### config.mk
export PLATFORM = sky130hd
export DESIGN_NAME = rational_arithmetic_unit
export DESIGN_NICKNAME = d
export VERILOG_FILES = /design/src/rtl/rau_pkg.sv /design/src/rtl/rau_front.sv /design/src/rtl/rau_queue.sv /design/src/rtl/rau_back.sv /design/src/rtl/rational_arithmetic_unit.sv
export SDC_FILE = /design/constraint.sdc
export NUM_CORES = 2
export LEC_CHECK = 0
export BUFFER_PORTS_ARGS = -buffer_cell sky130_fd_sc_hd__buf_4
export CAP_MARGIN = 20
export CELL_PAD_IN_SITES_DETAIL_PLACEMENT = 0
export CELL_PAD_IN_SITES_GLOBAL_PLACEMENT = 1
export CORE_ASPECT_RATIO = 1.75
export CORE_UTILIZATION = 47
export DETAILED_ROUTE_END_ITERATION = 8
export PLACE_DENSITY = 0.77
export SLEW_MARGIN = 15
export SYNTH_ARGS = -nofsm -noshare
export SYNTH_HDL_FRONTEND = slang
export SYNTH_SLANG_ARGS = --single-unit
export TNS_END_PERCENT = 50
### constraint.sdc
create_clock -name i_clk -period 9 [get_ports i_clk]
set_input_delay 0.9 -clock i_clk [delete_from_list [all_inputs] [get_ports i_clk]]
set_output_delay 0.9 -clock i_clk [all_outputs]
set_load 0.005 [all_outputs]
### src/rtl/rau_pkg.sv
// Package for the rational arithmetic unit: widths, operation codes,
// status codes, state types and the front-to-back job word. No dependencies.
`default_nettype none
package rau_pkg;
    localparam int OperandBits = 16;
    localparam int MagBits     = 2 * OperandBits + 1;   // cross-product sum magnitude
    localparam int NumBits     = 33;
    localparam int DenBits     = 31;
    localparam int CntBits     = $clog2(MagBits + 1);
    localparam int QDepth      = 2;

    typedef enum logic [2:0] {
        OP_ADD = 3'd0,
        OP_SUB = 3'd1,
        OP_MUL = 3'd2,
        OP_DIV = 3'd3,
        OP_EQ  = 3'd4
    } t_op;

    typedef enum logic [1:0] {
        ST_OK      = 2'd0,
        ST_DIV0    = 2'd1,
        ST_ZERODEN = 2'd2
    } t_status;

    // job kinds handed to the back end
    typedef enum logic [1:0] {
        JK_ARITH = 2'd0,   // reduce one fraction
        JK_EQ    = 2'd1,   // reduce two fractions and compare
        JK_FIXED = 2'd2    // result known at once
    } t_kind;

    typedef struct packed {
        t_kind                kind;
        logic [1:0]           status;
        logic                 neg_a;
        logic [MagBits-1:0]   num_a;
        logic [MagBits-1:0]   den_a;
        logic                 neg_b;
        logic [MagBits-1:0]   num_b;
        logic [MagBits-1:0]   den_b;
    } t_job;

    typedef enum logic [2:0] {
        BS_IDLE,
        BS_GCD,
        BS_DIVN,
        BS_DIVD,
        BS_NEXT,
        BS_OUT
    } t_bstate;
endpackage
`default_nettype wire

### src/rtl/rau_front.sv
// Front end: accepts operand words, classifies them and forms the
// cross products (registered) before pushing a job. Uses rau_pkg.
`default_nettype none
module rau_front (
    input  wire                     i_clk,
    input  wire                     i_rst_n,
    input  wire                     i_valid,
    output logic                    o_stall,
    input  wire  [2:0]              i_req_type,
    input  wire  [15:0]             i_a_num,
    input  wire  [15:0]             i_a_den,
    input  wire  [15:0]             i_b_num,
    input  wire  [15:0]             i_b_den,
    output logic                    o_job_valid,
    input  wire                     i_job_full,
    output rau_pkg::t_job           o_job
);
    localparam int W = rau_pkg::OperandBits;
    localparam int M = rau_pkg::MagBits;

    // stage 1: sign/magnitude operands
    logic         r_v1, n_v1;
    logic [2:0]   r_op;
    logic         r_an_s, r_ad_s, r_bn_s, r_bd_s;
    logic [W-1:0] r_an, r_ad, r_bn, r_bd;
    // stage 2: products
    logic         r_v2;
    rau_pkg::t_job r_job, n_job;

    function automatic logic [W-1:0] mag_of(input logic [W-1:0] v);
        mag_of = v[W-1] ? (~v + 1'b1) : v;
    endfunction

    wire adv2 = !r_v2 || !i_job_full;
    assign n_v1 = r_v1 && !adv2 ? 1'b1 : (i_valid && !o_stall);
    assign o_stall = r_v1 && !adv2;
    wire acc = i_valid && !o_stall;

    always_ff @(posedge i_clk) begin
        if (!i_rst_n) begin
            r_v1 <= 1'b0;
        end else begin
            r_v1 <= n_v1;
        end
        if (acc) begin
            r_op   <= i_req_type;
            r_an   <= mag_of(i_a_num[W-1:0]);
            r_ad   <= mag_of(i_a_den[W-1:0]);
            r_bn   <= mag_of(i_b_num[W-1:0]);
            r_bd   <= mag_of(i_b_den[W-1:0]);
            r_an_s <= i_a_num[W-1];
            r_ad_s <= i_a_den[W-1];
            r_bn_s <= i_b_num[W-1];
            r_bd_s <= i_b_den[W-1];
        end
    end

    logic [2*W-1:0] p_anbd, p_bnad, p_anbn, p_adbd, p_adbn;
    logic [M-1:0]   sum_mag;
    logic           sgn1, sgn2, sum_neg, z1, z2;
    always_comb begin
        p_anbd = r_an * r_bd;
        p_bnad = r_bn * r_ad;
        p_anbn = r_an * r_bn;
        p_adbd = r_ad * r_bd;
        p_adbn = r_ad * r_bn;
        z1 = (p_anbd == '0);
        z2 = (p_bnad == '0);
        sgn1 = !z1 && (r_an_s ^ r_bd_s);
        sgn2 = !z2 && (r_bn_s ^ r_ad_s ^ (r_op == rau_pkg::OP_SUB));
        if (sgn1 == sgn2) begin
            sum_mag = {1'b0, p_anbd} + {1'b0, p_bnad};
            sum_neg = sgn1;
        end else if (p_anbd >= p_bnad) begin
            sum_mag = {1'b0, p_anbd - p_bnad};
            sum_neg = sgn1;
        end else begin
            sum_mag = {1'b0, p_bnad - p_anbd};
            sum_neg = sgn2;
        end
        n_job = '0;
        n_job.kind   = rau_pkg::JK_ARITH;
        n_job.status = rau_pkg::ST_OK;
        // denominators' signs folded into the numerator sign
        unique case (r_op)
            rau_pkg::OP_ADD, rau_pkg::OP_SUB: begin
                n_job.num_a = sum_mag;
                n_job.neg_a = sum_neg ^ r_ad_s ^ r_bd_s;
                n_job.den_a = {1'b0, p_adbd};
            end
            rau_pkg::OP_MUL: begin
                n_job.num_a = {1'b0, p_anbn};
                n_job.neg_a = r_an_s ^ r_bn_s ^ r_ad_s ^ r_bd_s;
                n_job.den_a = {1'b0, p_adbd};
            end
            rau_pkg::OP_DIV: begin
                n_job.num_a = {1'b0, p_anbd};
                n_job.neg_a = r_an_s ^ r_bd_s ^ r_ad_s ^ r_bn_s;
                n_job.den_a = {1'b0, p_adbn};
                if (r_bn == '0) begin
                    n_job.kind   = rau_pkg::JK_FIXED;
                    n_job.status = rau_pkg::ST_DIV0;
                end
            end
            rau_pkg::OP_EQ: begin
                n_job.kind  = rau_pkg::JK_EQ;
                n_job.num_a = M'(r_an);
                n_job.den_a = M'(r_ad);
                n_job.neg_a = r_an_s ^ r_ad_s;
                n_job.num_b = M'(r_bn);
                n_job.den_b = M'(r_bd);
                n_job.neg_b = r_bn_s ^ r_bd_s;
            end
            default: n_job.kind = rau_pkg::JK_FIXED;
        endcase
        if (r_op <= rau_pkg::OP_EQ && (r_ad == '0 || r_bd == '0)) begin
            n_job.kind   = rau_pkg::JK_FIXED;
            n_job.status = rau_pkg::ST_ZERODEN;
        end
    end

    always_ff @(posedge i_clk) begin
        if (!i_rst_n) begin
            r_v2 <= 1'b0;
        end else if (adv2) begin
            r_v2 <= r_v1;
        end
        if (adv2 && r_v1) begin
            r_job <= n_job;
        end
    end

    assign o_job_valid = r_v2;
    assign o_job       = r_job;
endmodule
`default_nettype wire

### src/rtl/rau_queue.sv
// Short job queue between front and back ends. Uses rau_pkg.
`default_nettype none
module rau_queue (
    input  wire            i_clk,
    input  wire            i_rst_n,
    input  wire            i_push,
    input  rau_pkg::t_job  i_job,
    output logic           o_full,
    input  wire            i_pop,
    output logic           o_empty,
    output rau_pkg::t_job  o_job
);
    localparam int D = rau_pkg::QDepth;
    localparam int A = $clog2(D);
    rau_pkg::t_job r_mem [D];
    logic [A-1:0] r_wp, r_rp;
    logic [A:0]   r_cnt;

    assign o_full  = (r_cnt == (A+1)'(D));
    assign o_empty = (r_cnt == '0);
    assign o_job   = r_mem[r_rp];
    wire do_push = i_push && !o_full;
    wire do_pop  = i_pop && !o_empty;

    always_ff @(posedge i_clk) begin
        if (!i_rst_n) begin
            r_wp <= '0; r_rp <= '0; r_cnt <= '0;
        end else begin
            if (do_push) r_wp <= r_wp + 1'b1;
            if (do_pop)  r_rp <= r_rp + 1'b1;
            r_cnt <= r_cnt + (A+1)'(do_push) - (A+1)'(do_pop);
        end
        if (do_push) r_mem[r_wp] <= i_job;
    end
endmodule
`default_nettype wire

### src/rtl/rau_back.sv
// Back end: Euclidean GCD with a bit-serial remainder unit, then exact
// division of numerator and denominator by the GCD. Uses rau_pkg.
`default_nettype none
module rau_back (
    input  wire                          i_clk,
    input  wire                          i_rst_n,
    input  wire                          i_empty,
    input  rau_pkg::t_job                i_job,
    output logic                         o_pop,
    output logic                         o_valid,
    input  wire                          i_stall,
    output logic signed [rau_pkg::NumBits-1:0] o_res_num,
    output logic [rau_pkg::DenBits-1:0]  o_res_den,
    output logic [1:0]                   o_status,
    output logic                         o_is_equal
);
    localparam int M = rau_pkg::MagBits;
    localparam int C = rau_pkg::CntBits;

    rau_pkg::t_bstate r_st, n_st;
    rau_pkg::t_job    r_job;
    logic         r_second;                 // working on fraction b (equality)
    logic [M-1:0] r_x, r_y;                 // gcd pair
    logic [M-1:0] r_rem, r_quo, r_dvd;      // serial divider
    logic [C-1:0] r_bit;
    logic         r_divbusy;
    logic [M-1:0] r_g, r_qn, r_qd;
    logic         r_neg;
    logic [M-1:0] r_ran, r_rad;             // fraction a reduced
    logic         r_rneg;

    // one restoring step
    logic [M:0]   trial;
    logic [M-1:0] rsh;
    logic [M-1:0] dsr;
    always_comb begin
        dsr   = (r_st == rau_pkg::BS_GCD) ? r_y : r_g;
        rsh   = {r_rem[M-2:0], r_dvd[M-1]};
        trial = {r_rem, r_dvd[M-1]} - {1'b0, dsr};
    end

    wire last = (r_bit == '0);
    wire cur_num_zero = r_second ? (r_job.num_b == '0) : (r_job.num_a == '0);

    always_comb begin
        n_st  = r_st;
        o_pop = 1'b0;
        unique case (r_st)
            rau_pkg::BS_IDLE: if (!i_empty) begin
                o_pop = 1'b1;
                n_st  = rau_pkg::BS_NEXT;
            end
            rau_pkg::BS_NEXT: begin
                if (r_job.kind == rau_pkg::JK_FIXED || cur_num_zero) n_st = rau_pkg::BS_OUT;
                else n_st = rau_pkg::BS_GCD;
                if (r_job.kind == rau_pkg::JK_EQ && !r_second && cur_num_zero)
                    n_st = rau_pkg::BS_NEXT;
            end
            rau_pkg::BS_GCD:  if (!r_divbusy && r_y == '0) n_st = rau_pkg::BS_DIVN;
            rau_pkg::BS_DIVN: if (r_divbusy && last) n_st = rau_pkg::BS_DIVD;
            rau_pkg::BS_DIVD: if (r_divbusy && last) begin
                n_st = (r_job.kind == rau_pkg::JK_EQ && !r_second)
                       ? rau_pkg::BS_NEXT : rau_pkg::BS_OUT;
            end
            rau_pkg::BS_OUT:  if (!i_stall) n_st = rau_pkg::BS_IDLE;
            default: n_st = rau_pkg::BS_IDLE;
        endcase
    end

    always_ff @(posedge i_clk) begin
        if (!i_rst_n) begin
            r_st <= rau_pkg::BS_IDLE;
            r_divbusy <= 1'b0;
            r_second <= 1'b0;
        end else begin
            r_st <= n_st;
            unique case (r_st)
                rau_pkg::BS_IDLE: begin
                    r_second <= 1'b0;
                    r_divbusy <= 1'b0;
                end
                rau_pkg::BS_NEXT: begin
                    r_divbusy <= 1'b0;
                    if (r_job.kind == rau_pkg::JK_EQ && !r_second && cur_num_zero)
                        r_second <= 1'b1;
                end
                rau_pkg::BS_GCD: begin
                    if (!r_divbusy) begin
                        if (r_y != '0) r_divbusy <= 1'b1;
                    end else if (last) begin
                        r_divbusy <= 1'b0;
                    end
                end
                rau_pkg::BS_DIVN: r_divbusy <= !(r_divbusy && last);
                rau_pkg::BS_DIVD: begin
                    r_divbusy <= !(r_divbusy && last);
                    if (r_divbusy && last && r_job.kind == rau_pkg::JK_EQ)
                        r_second <= 1'b1;
                end
                default: ;
            endcase
        end
    end

    // datapath
    always_ff @(posedge i_clk) begin
        if (r_st == rau_pkg::BS_IDLE && !i_empty) r_job <= i_job;
        unique case (r_st)
            rau_pkg::BS_NEXT: begin
                if (r_second) begin
                    r_x <= r_job.num_b; r_y <= r_job.den_b;
                end else begin
                    r_x <= r_job.num_a; r_y <= r_job.den_a;
                end
                // a zero numerator is never negative
                r_neg <= cur_num_zero ? 1'b0 : (r_second ? r_job.neg_b : r_job.neg_a);
                if (cur_num_zero) begin
                    r_qn <= '0; r_qd <= M'(1);
                    if (!r_second) begin
                        r_ran <= '0; r_rad <= M'(1); r_rneg <= 1'b0;
                    end
                end
            end
            rau_pkg::BS_GCD: begin
                if (!r_divbusy) begin
                    if (r_y == '0) begin
                        r_g <= r_x;
                    end else begin
                        r_rem <= '0; r_dvd <= r_x; r_bit <= C'(M - 1);
                    end
                end else begin
                    r_rem <= trial[M] ? rsh : trial[M-1:0];
                    r_dvd <= {r_dvd[M-2:0], 1'b0};
                    r_bit <= r_bit - 1'b1;
                    if (last) begin
                        r_x <= r_y;
                        r_y <= trial[M] ? rsh : trial[M-1:0];
                    end
                end
            end
            rau_pkg::BS_DIVN, rau_pkg::BS_DIVD: begin
                if (!r_divbusy) begin
                    r_rem <= '0; r_quo <= '0; r_bit <= C'(M - 1);
                    r_dvd <= (r_st == rau_pkg::BS_DIVN)
                             ? (r_second ? r_job.num_b : r_job.num_a)
                             : (r_second ? r_job.den_b : r_job.den_a);
                end else begin
                    r_rem <= trial[M] ? rsh : trial[M-1:0];
                    r_dvd <= {r_dvd[M-2:0], 1'b0};
                    r_quo <= {r_quo[M-2:0], !trial[M]};
                    r_bit <= r_bit - 1'b1;
                    if (last) begin
                        if (r_st == rau_pkg::BS_DIVN) r_qn <= {r_quo[M-2:0], !trial[M]};
                        else begin
                            r_qd <= {r_quo[M-2:0], !trial[M]};
                            if (!r_second) begin
                                r_ran <= r_qn; r_rad <= {r_quo[M-2:0], !trial[M]};
                                r_rneg <= r_neg;
                            end
                        end
                    end
                end
            end
            default: ;
        endcase
    end

    logic [M:0] sn;
    always_comb begin
        sn = r_neg ? -({1'b0, r_qn}) : {1'b0, r_qn};
        o_valid    = (r_st == rau_pkg::BS_OUT);
        o_res_num  = '0;
        o_res_den  = '0;
        o_is_equal = 1'b0;
        o_status   = r_job.status;
        unique case (r_job.kind)
            rau_pkg::JK_ARITH: begin
                o_res_num = sn[rau_pkg::NumBits-1:0];
                o_res_den = r_qd[rau_pkg::DenBits-1:0];
            end
            rau_pkg::JK_EQ: o_is_equal = (r_ran == r_qn) && (r_rad == r_qd) && (r_rneg == r_neg);
            default: ;
        endcase
    end

    property p_out_hold;
        @(posedge i_clk) disable iff (!i_rst_n)
        (o_valid && i_stall) |=> o_valid;
    endproperty
    a_out_hold: assert property (p_out_hold) else $error("result dropped while stalled");
    property p_out_fixed;
        @(posedge i_clk) disable iff (!i_rst_n)
        (o_valid && o_status != rau_pkg::ST_OK) |-> (o_res_den == '0);
    endproperty
    a_out_fixed: assert property (p_out_fixed) else $error("error result not zero");
    property p_pop_idle;
        @(posedge i_clk) disable iff (!i_rst_n)
        o_pop |-> (r_st == rau_pkg::BS_IDLE) && !i_empty;
    endproperty
    a_pop_idle: assert property (p_pop_idle) else $error("pop outside idle");
    property p_den_nz;
        @(posedge i_clk) disable iff (!i_rst_n)
        (o_valid && r_job.kind == rau_pkg::JK_ARITH) |-> (r_qd != '0);
    endproperty
    a_den_nz: assert property (p_den_nz) else $error("zero denominator result");
endmodule
`default_nettype wire

### src/rtl/rational_arithmetic_unit.sv
// Top level of the rational arithmetic unit: front end, job queue, back end.
// Depends on rau_pkg, rau_front, rau_queue, rau_back.
//
// Takes two signed 16-bit fractions and an operation (add, subtract,
// multiply, divide, equality test) and returns one result word per input
// word: a reduced fraction, an equality flag or an error status. The front
// end registers magnitudes, then forms the cross products and classifies
// error cases into a registered job; jobs wait in a two-entry queue.
// The back end runs the Euclidean GCD on one shared bit-serial restoring
// divider, then divides numerator and denominator by the GCD on the same
// divider. It takes a new job only when idle; the equality test reduces
// both fractions in turn, and error cases and zero numerators skip the
// GCD and the divisions.
// Result words wait in the back end's output state while stalled.
`default_nettype none
module rational_arithmetic_unit (
    input  wire         i_clk,
    input  wire         i_rst_n,
    input  wire         i_valid,
    output logic        o_stall,
    input  wire  [2:0]  i_req_type,
    input  wire  [15:0] i_a_num,
    input  wire  [15:0] i_a_den,
    input  wire  [15:0] i_b_num,
    input  wire  [15:0] i_b_den,
    output logic        o_valid,
    input  wire         i_stall,
    output logic signed [32:0] o_res_num,
    output logic [30:0] o_res_den,
    output logic [1:0]  o_status,
    output logic        o_is_equal
);
    logic          job_valid, q_full, q_empty, q_pop;
    rau_pkg::t_job job_in, job_out;

    rau_front u_front (
        .i_clk(i_clk), .i_rst_n(i_rst_n),
        .i_valid(i_valid), .o_stall(o_stall),
        .i_req_type(i_req_type), .i_a_num(i_a_num), .i_a_den(i_a_den),
        .i_b_num(i_b_num), .i_b_den(i_b_den),
        .o_job_valid(job_valid), .i_job_full(q_full), .o_job(job_in)
    );

    rau_queue u_queue (
        .i_clk(i_clk), .i_rst_n(i_rst_n),
        .i_push(job_valid), .i_job(job_in), .o_full(q_full),
        .i_pop(q_pop), .o_empty(q_empty), .o_job(job_out)
    );

    rau_back u_back (
        .i_clk(i_clk), .i_rst_n(i_rst_n),
        .i_empty(q_empty), .i_job(job_out), .o_pop(q_pop),
        .o_valid(o_valid), .i_stall(i_stall),
        .o_res_num(o_res_num), .o_res_den(o_res_den),
        .o_status(o_status), .o_is_equal(o_is_equal)
    );
endmodule
`default_nettype wire

After elaboration in Yosys (flattened, before gate mapping). Memories as Yosys holds them, arrays and structs flattened. A register that Yosys moved wholly into a read port is not among the register bits. Cells that the tools add are included.

$add $sub $neg: 14. $mul: 4. Magnitude comparators: 2. Equal/unequal tests: 33. Multiplexer cells: 93. Bitwise gates (word level): 18. Reductions and logical operators: 62.

Operators by type and width (count): 33-bit two-way mux (38); 33-bit one-hot mux with 2 select lines (8); 67-bit one-hot mux with 4 select lines (1); 16-bit by 16-bit multiplier with 32-bit output (4); 33-bit zero test (3); 33-bit equality test (2); 16-bit by 1-bit adder with 16-bit output, second input constant (4); 32-bit zero test (2); 16-bit NOT (4); 32-bit subtractor (2); 15-bit two-way mux (4); 16-bit zero test (3); 34-bit by 33-bit subtractor with 34-bit output (1); 32-bit by 32-bit adder with 33-bit output (1); 33-bit negation (1); 33-bit nonzero test (1); 32-bit >= comparator (1); 32-bit two-way mux (1); 31-bit two-way mux (1); 1-bit two-way mux (22); 3-bit two-way mux (7); 2-bit by 1-bit != test with 1-bit output, second input constant (10); 6-bit two-way mux (3); 3-bit one-hot mux with 6 select lines (1); other kinds (35) (101).

Flip-flop bits (word level): 557. RAM bits: 276. Input port bits: 71. Output and inout port bits: 69. Logic and storage cells: 272. Memories: 1.

Memory list: u_queue.r_mem (depth 2, bits a word 138, rd ports 1, clocked after memory_dff 1, write ports 1, RTL line rau_queue.sv:15) `rau_pkg::t_job r_mem [D];`.

Logic depth before layout (Yosys ltp).
Word-level depth: 9. Gate-level depth with buffers: 41. Gate-level depth less buffers: 35.

Cells and area by module. From an unflattened synthesis, not the netlist that was laid out.

Cell total of the unflattened synthesis: 7877. Area, all modules: 81241.7 µm².

By module, submodules not included: rau_front (instances 1, cells each 5612, area an instance 48107.4 µm², sequential area each 5265.0 µm²); rau_back (instances 1, cells each 1809, area an instance 22895.7 µm², sequential area each 14363.8 µm²); rau_queue (instances 1, cells each 456, area an instance 10238.6 µm², sequential area each 8388.0 µm²).

Least setup slack after synthesis. No wires, ideal clock.

Path kind: register to register. Start point: register u_back.r_st[1]. End point: register u_queue.r_cnt[0]. Setup time: 0.115 ns. Arrival: 9.367 ns. Data required time: 8.885 ns. Path slack: -0.482 ns. Stages on the path, launching flop included: 8. Buffers on the path: 1. Period minus slack after synthesis: 9.482 ns. Path through: dfxtp_1 clkbuf_1 or2_2 nor3_1 ha_1 inv_1 ha_1 and2_1.

Cells in the longest elaborated chain, start to end: 4.

Ends and longest elaborated chain: start: declaration (RTL line rau_back.sv:20) `rau_pkg::t_bstate r_st, n_st;`; start signal: assignment (RTL line rau_back.sv:72) `r_st <= rau_pkg::BS_IDLE;`; start signal: assignment (RTL line rau_back.sv:76) `r_st <= n_st;`; 3-bit zero test (RTL line rau_back.sv:48) `unique case (r_st)`; 1-bit two-way mux (RTL line rau_back.sv:48); net q_pop (RTL line rational_arithmetic_unit.sv:33) `logic job_valid, q_full, q_empty, q_pop;`; 1-bit logical AND (RTL line rau_queue.sv:23) `wire do_pop = i_pop && !o_empty;`; 2-bit by 1-bit subtractor with 2-bit output (RTL line rau_queue.sv:31) `r_cnt <= r_cnt + (A+1)'(do_push) - (A+1)'(do_pop);`; end signal: assignment (RTL line rau_queue.sv:31); end: declaration (RTL line rau_queue.sv:17) `logic [A:0] r_cnt;`.

The timed path passes the listed nets, and every way through them passes these cells. A chain may end at the register's enable or synchronous reset.

==> results.md <==
* Status: finished with violations
* Failing checks: setup timing
* Number of global-route vias before repair at around 60000
* Slew @ Worst Pin at ~1.3 ns
* Hold WC Path Type: in2reg
* Top delay family on crit path: adder cells
* RSZ-0062 raised after global routing: true
* Max Clock Skew at around 0.04 ns
* CP Capture Type: register
* Buf/Inv on CP at 10
* Final clock period utilization by the worst path at 1.005
* Max-Cap Viols at 0
* Vias per cell at roughly 5.6
* Area Overhead vs Synth at 15.37%
* Most used cell, CP: buf_4
* Initial antenna violation count at 5
* HP Start: i_req_type[0]
* CP Max Fanout at 17
* Clock latency on the worst-skew pair at just over 0.7 ns
* Clock slew at the register clock pins of the worst setup and hold paths at ~0.070 ns
* Hold_ws at 0.3690 ns
* Crit-path slowest cell: fa_1
* DRC at 0
* Final setup viols at 1
* FMAX at between 0.1 and 0.15 GHz
* Routability congestion estimate from global placement at roughly 1.0
* I/O pins at 140
* Setup_tns at -0.04924 ns
* Post-CTS Hold Fix Bufs at 0
* Fraction of layout cells with a size suffix above 1 at 0.1662
* Worst Path Required at between 9 and 10 ns
* Post-layout util at 0.5460
* Final wirelength at 246800 um
* Final min period at between 9 and 10 ns
* Layout Cells excl Fill at 10100
* Share of the synthesized area in the top cell type at 0.3231
* CP Class: reg2reg
* Routed Antenna Nets at 0
* # fillers at between 10000 and 15000
* Core box area at between 150000 and 200000 um^2
* Total gr overflow at 0
* Die Width at roughly 310 um
* Routed WL per cell at roughly 24 um
* Drt first pass iters at 8
* CTS Sinks at 831
* Reg2reg setup slack at -0.05 ns
* Row Count at between 150 and 200
* Synth Warn # at 0
* H-tree level count at 3
* Via count at approximately 56000
* Post-Synthesis Cells at ~7400
* Num CTS Buffers at 80
* Area leader, netlist: edfxtp_1
* Syn Nets at 8815
* IO Port Bufs at 139
* Starting Density at 0.4732
* Die area at roughly 160000 um^2
* NumNets Final at ~9400
* Critical Path Start Type: register
* Placed cell count at around 9900
* Synth Cell Area at approximately 76000 um^2
* Die height at 534.7 um
* Number of DRC markers in iteration 0 at 3148
* CP arrival at approximately 9.4 ns
* Synth unique cells at between 80 and 90
* Gr usage total at 0.3014
* Syn avg cell area at 10.28 um^2
* CTS Buffer Depth at 3
* Largest cells by area after synthesis: edfxtp_1 32%, fa_1 20%, ha_1 9.1%
* HPWL Detailed at between 200000 and 250000 um
* Post-route setup slack at -0.04924 ns
* Relative slew slack at 0.1535
* CTS Root Cell: clkbuf_16
* CP peak stage delay at around 0.53 ns
* Sequential fraction of the synthesis area at 0.3260
* Final Hold Vio Count at 0
* First-pass GRT wire length at roughly 360000 um
* Main synth FF type: edfxtp_1
* FF-to-FF Start: u_front.r_an[4]
* Worst setup path start: u_front.r_an[4]
* Largest net degree at the start of global routing at 95
* Post-synth EDFFs at just over 800
* Seq cells post-synth at roughly 830
* Slew Limit Fails at 0
* Async SR Flop Fraction at 0
* CTS tree: built
-- what timing repair did --
item	in CTS	in global routing
buffers inserted	20	38
gates resized for setup	42	185
endpoints found under the setup margin	21	33
pin swaps	21	86
gates cloned	0	2
-- kinds of logic after synthesis --
family / Yosys count / share of synthesized area
xor+xnor: 295 / 0.03410
compound gates: 1010 / 0.08731
simple gates: 2159 / 0.1407
mux: 281 / 0.04151
buf+inv: 1504 / 0.07487
fa+ha+maj: 1332 / 0.2955
flops: 831 / 0.3260
-- final timing paths --
check,endpoint,depth (start not counted)
max,u_front.o_job[117],36
min,u_front.r_op[0],1
max reg2reg,u_front.o_job[117],36
min reg2reg,u_queue.r_mem[1][56],0
-- stage by stage --
step / cell area (um^2) / worst slack [ns]
3_5_place_dp: 83630 / -0.3951
4_1_cts: 86700 / -0.06626
2_1_floorplan: 76210 / -0.07446
5_1_grt: 87910 / -0.3161
6_report: 87920 / -0.04924
3_3_place_gp: 83620 / -0.3956
-- synthesized netlist by cell type, drive strengths merged, types with 76 or more instances --
library cell	n
clkbuf	355
fa	780
nand2	834
ha	552
o21ai	206
a21o	89
nor2	275
and2	614
mux2	130
inv	1111
nor2b	76
edfxtp	820
a21oi	255
xnor2	196
mux2i	136
xor2	99
-- layout by cell type, fill, tap and decap left out, types with 38 or more instances in the layout --
| cell type | instances |
|---|---|
| nand4_1 | 39 |
| mux2_2 | 128 |
| nor4_1 | 56 |
| nor3_1 | 65 |
| fa_1 | 770 |
| clkbuf_16 | 80 |
| xor2_1 | 95 |
| ha_1 | 527 |
| edfxtp_1 | 820 |
| nand2b_1 | 39 |
| o31ai_1 | 38 |
| and2_1 | 605 |
| o22ai_1 | 48 |
| a21o_1 | 88 |
| nor2b_1 | 73 |
| mux2i_1 | 125 |
| a21oi_1 | 238 |
| o21bai_1 | 39 |
| nand2_1 | 829 |
| o21ai_0 | 187 |
| buf_4 | 794 |
| xnor2_1 | 190 |
| inv_1 | 1107 |
| nor2_1 | 265 |
-- registers in the layout, indices dropped and copies added (netlist names), 3 cells and up --
| register | count |
|---|---|
| u_queue.r_mem | 206 |
| u_front.o_job | 103 |
| u_back.r_job | 101 |
| u_back.r_dvd | 33 |
| u_back.r_g | 33 |
| u_back.r_qd | 33 |
| u_back.r_qn | 33 |
| u_back.r_rad | 33 |
| u_back.r_ran | 33 |
| u_back.r_rem | 33 |
| u_back.r_x | 33 |
| u_back.r_y | 33 |
| u_back.r_quo | 32 |
| u_front.r_ad | 16 |
| u_front.r_an | 16 |
| u_front.r_bd | 16 |
| u_front.r_bn | 16 |
| u_back.r_bit | 6 |
| u_back.r_st | 3 |
| u_front.r_op | 3 |
-- layer usage --
metal	vias up	wire length (um)	global-route usage
met1	28230	79960	0.2921
li1	25600	-	-
met3	670	9476	0.03165
met5	-	0	0
met4	0	23740	0.2443
met2	1670	133600	0.5717
-- cell type report --
class / count / area, um^2 / share of cell area
Antenna cell: 5 / 12.51 / 0.0001423
Clock buffer: 97 / 2086 / 0.02372
Clock inverter: 50 / 629.4 / 0.007159
Inverter: 1112 / 4179 / 0.04753
Multi-Input combinational cell: 5077 / 46710 / 0.5313
Sequential cell: 831 / 24860 / 0.2827
Tap cell: 2068 / 2587 / 0.02943
Timing Repair Buffer: 859 / 6859 / 0.07802
Power is not shown: default switching activity piles up to over one toggle a cycle in this logic, so the estimate is an artifact.
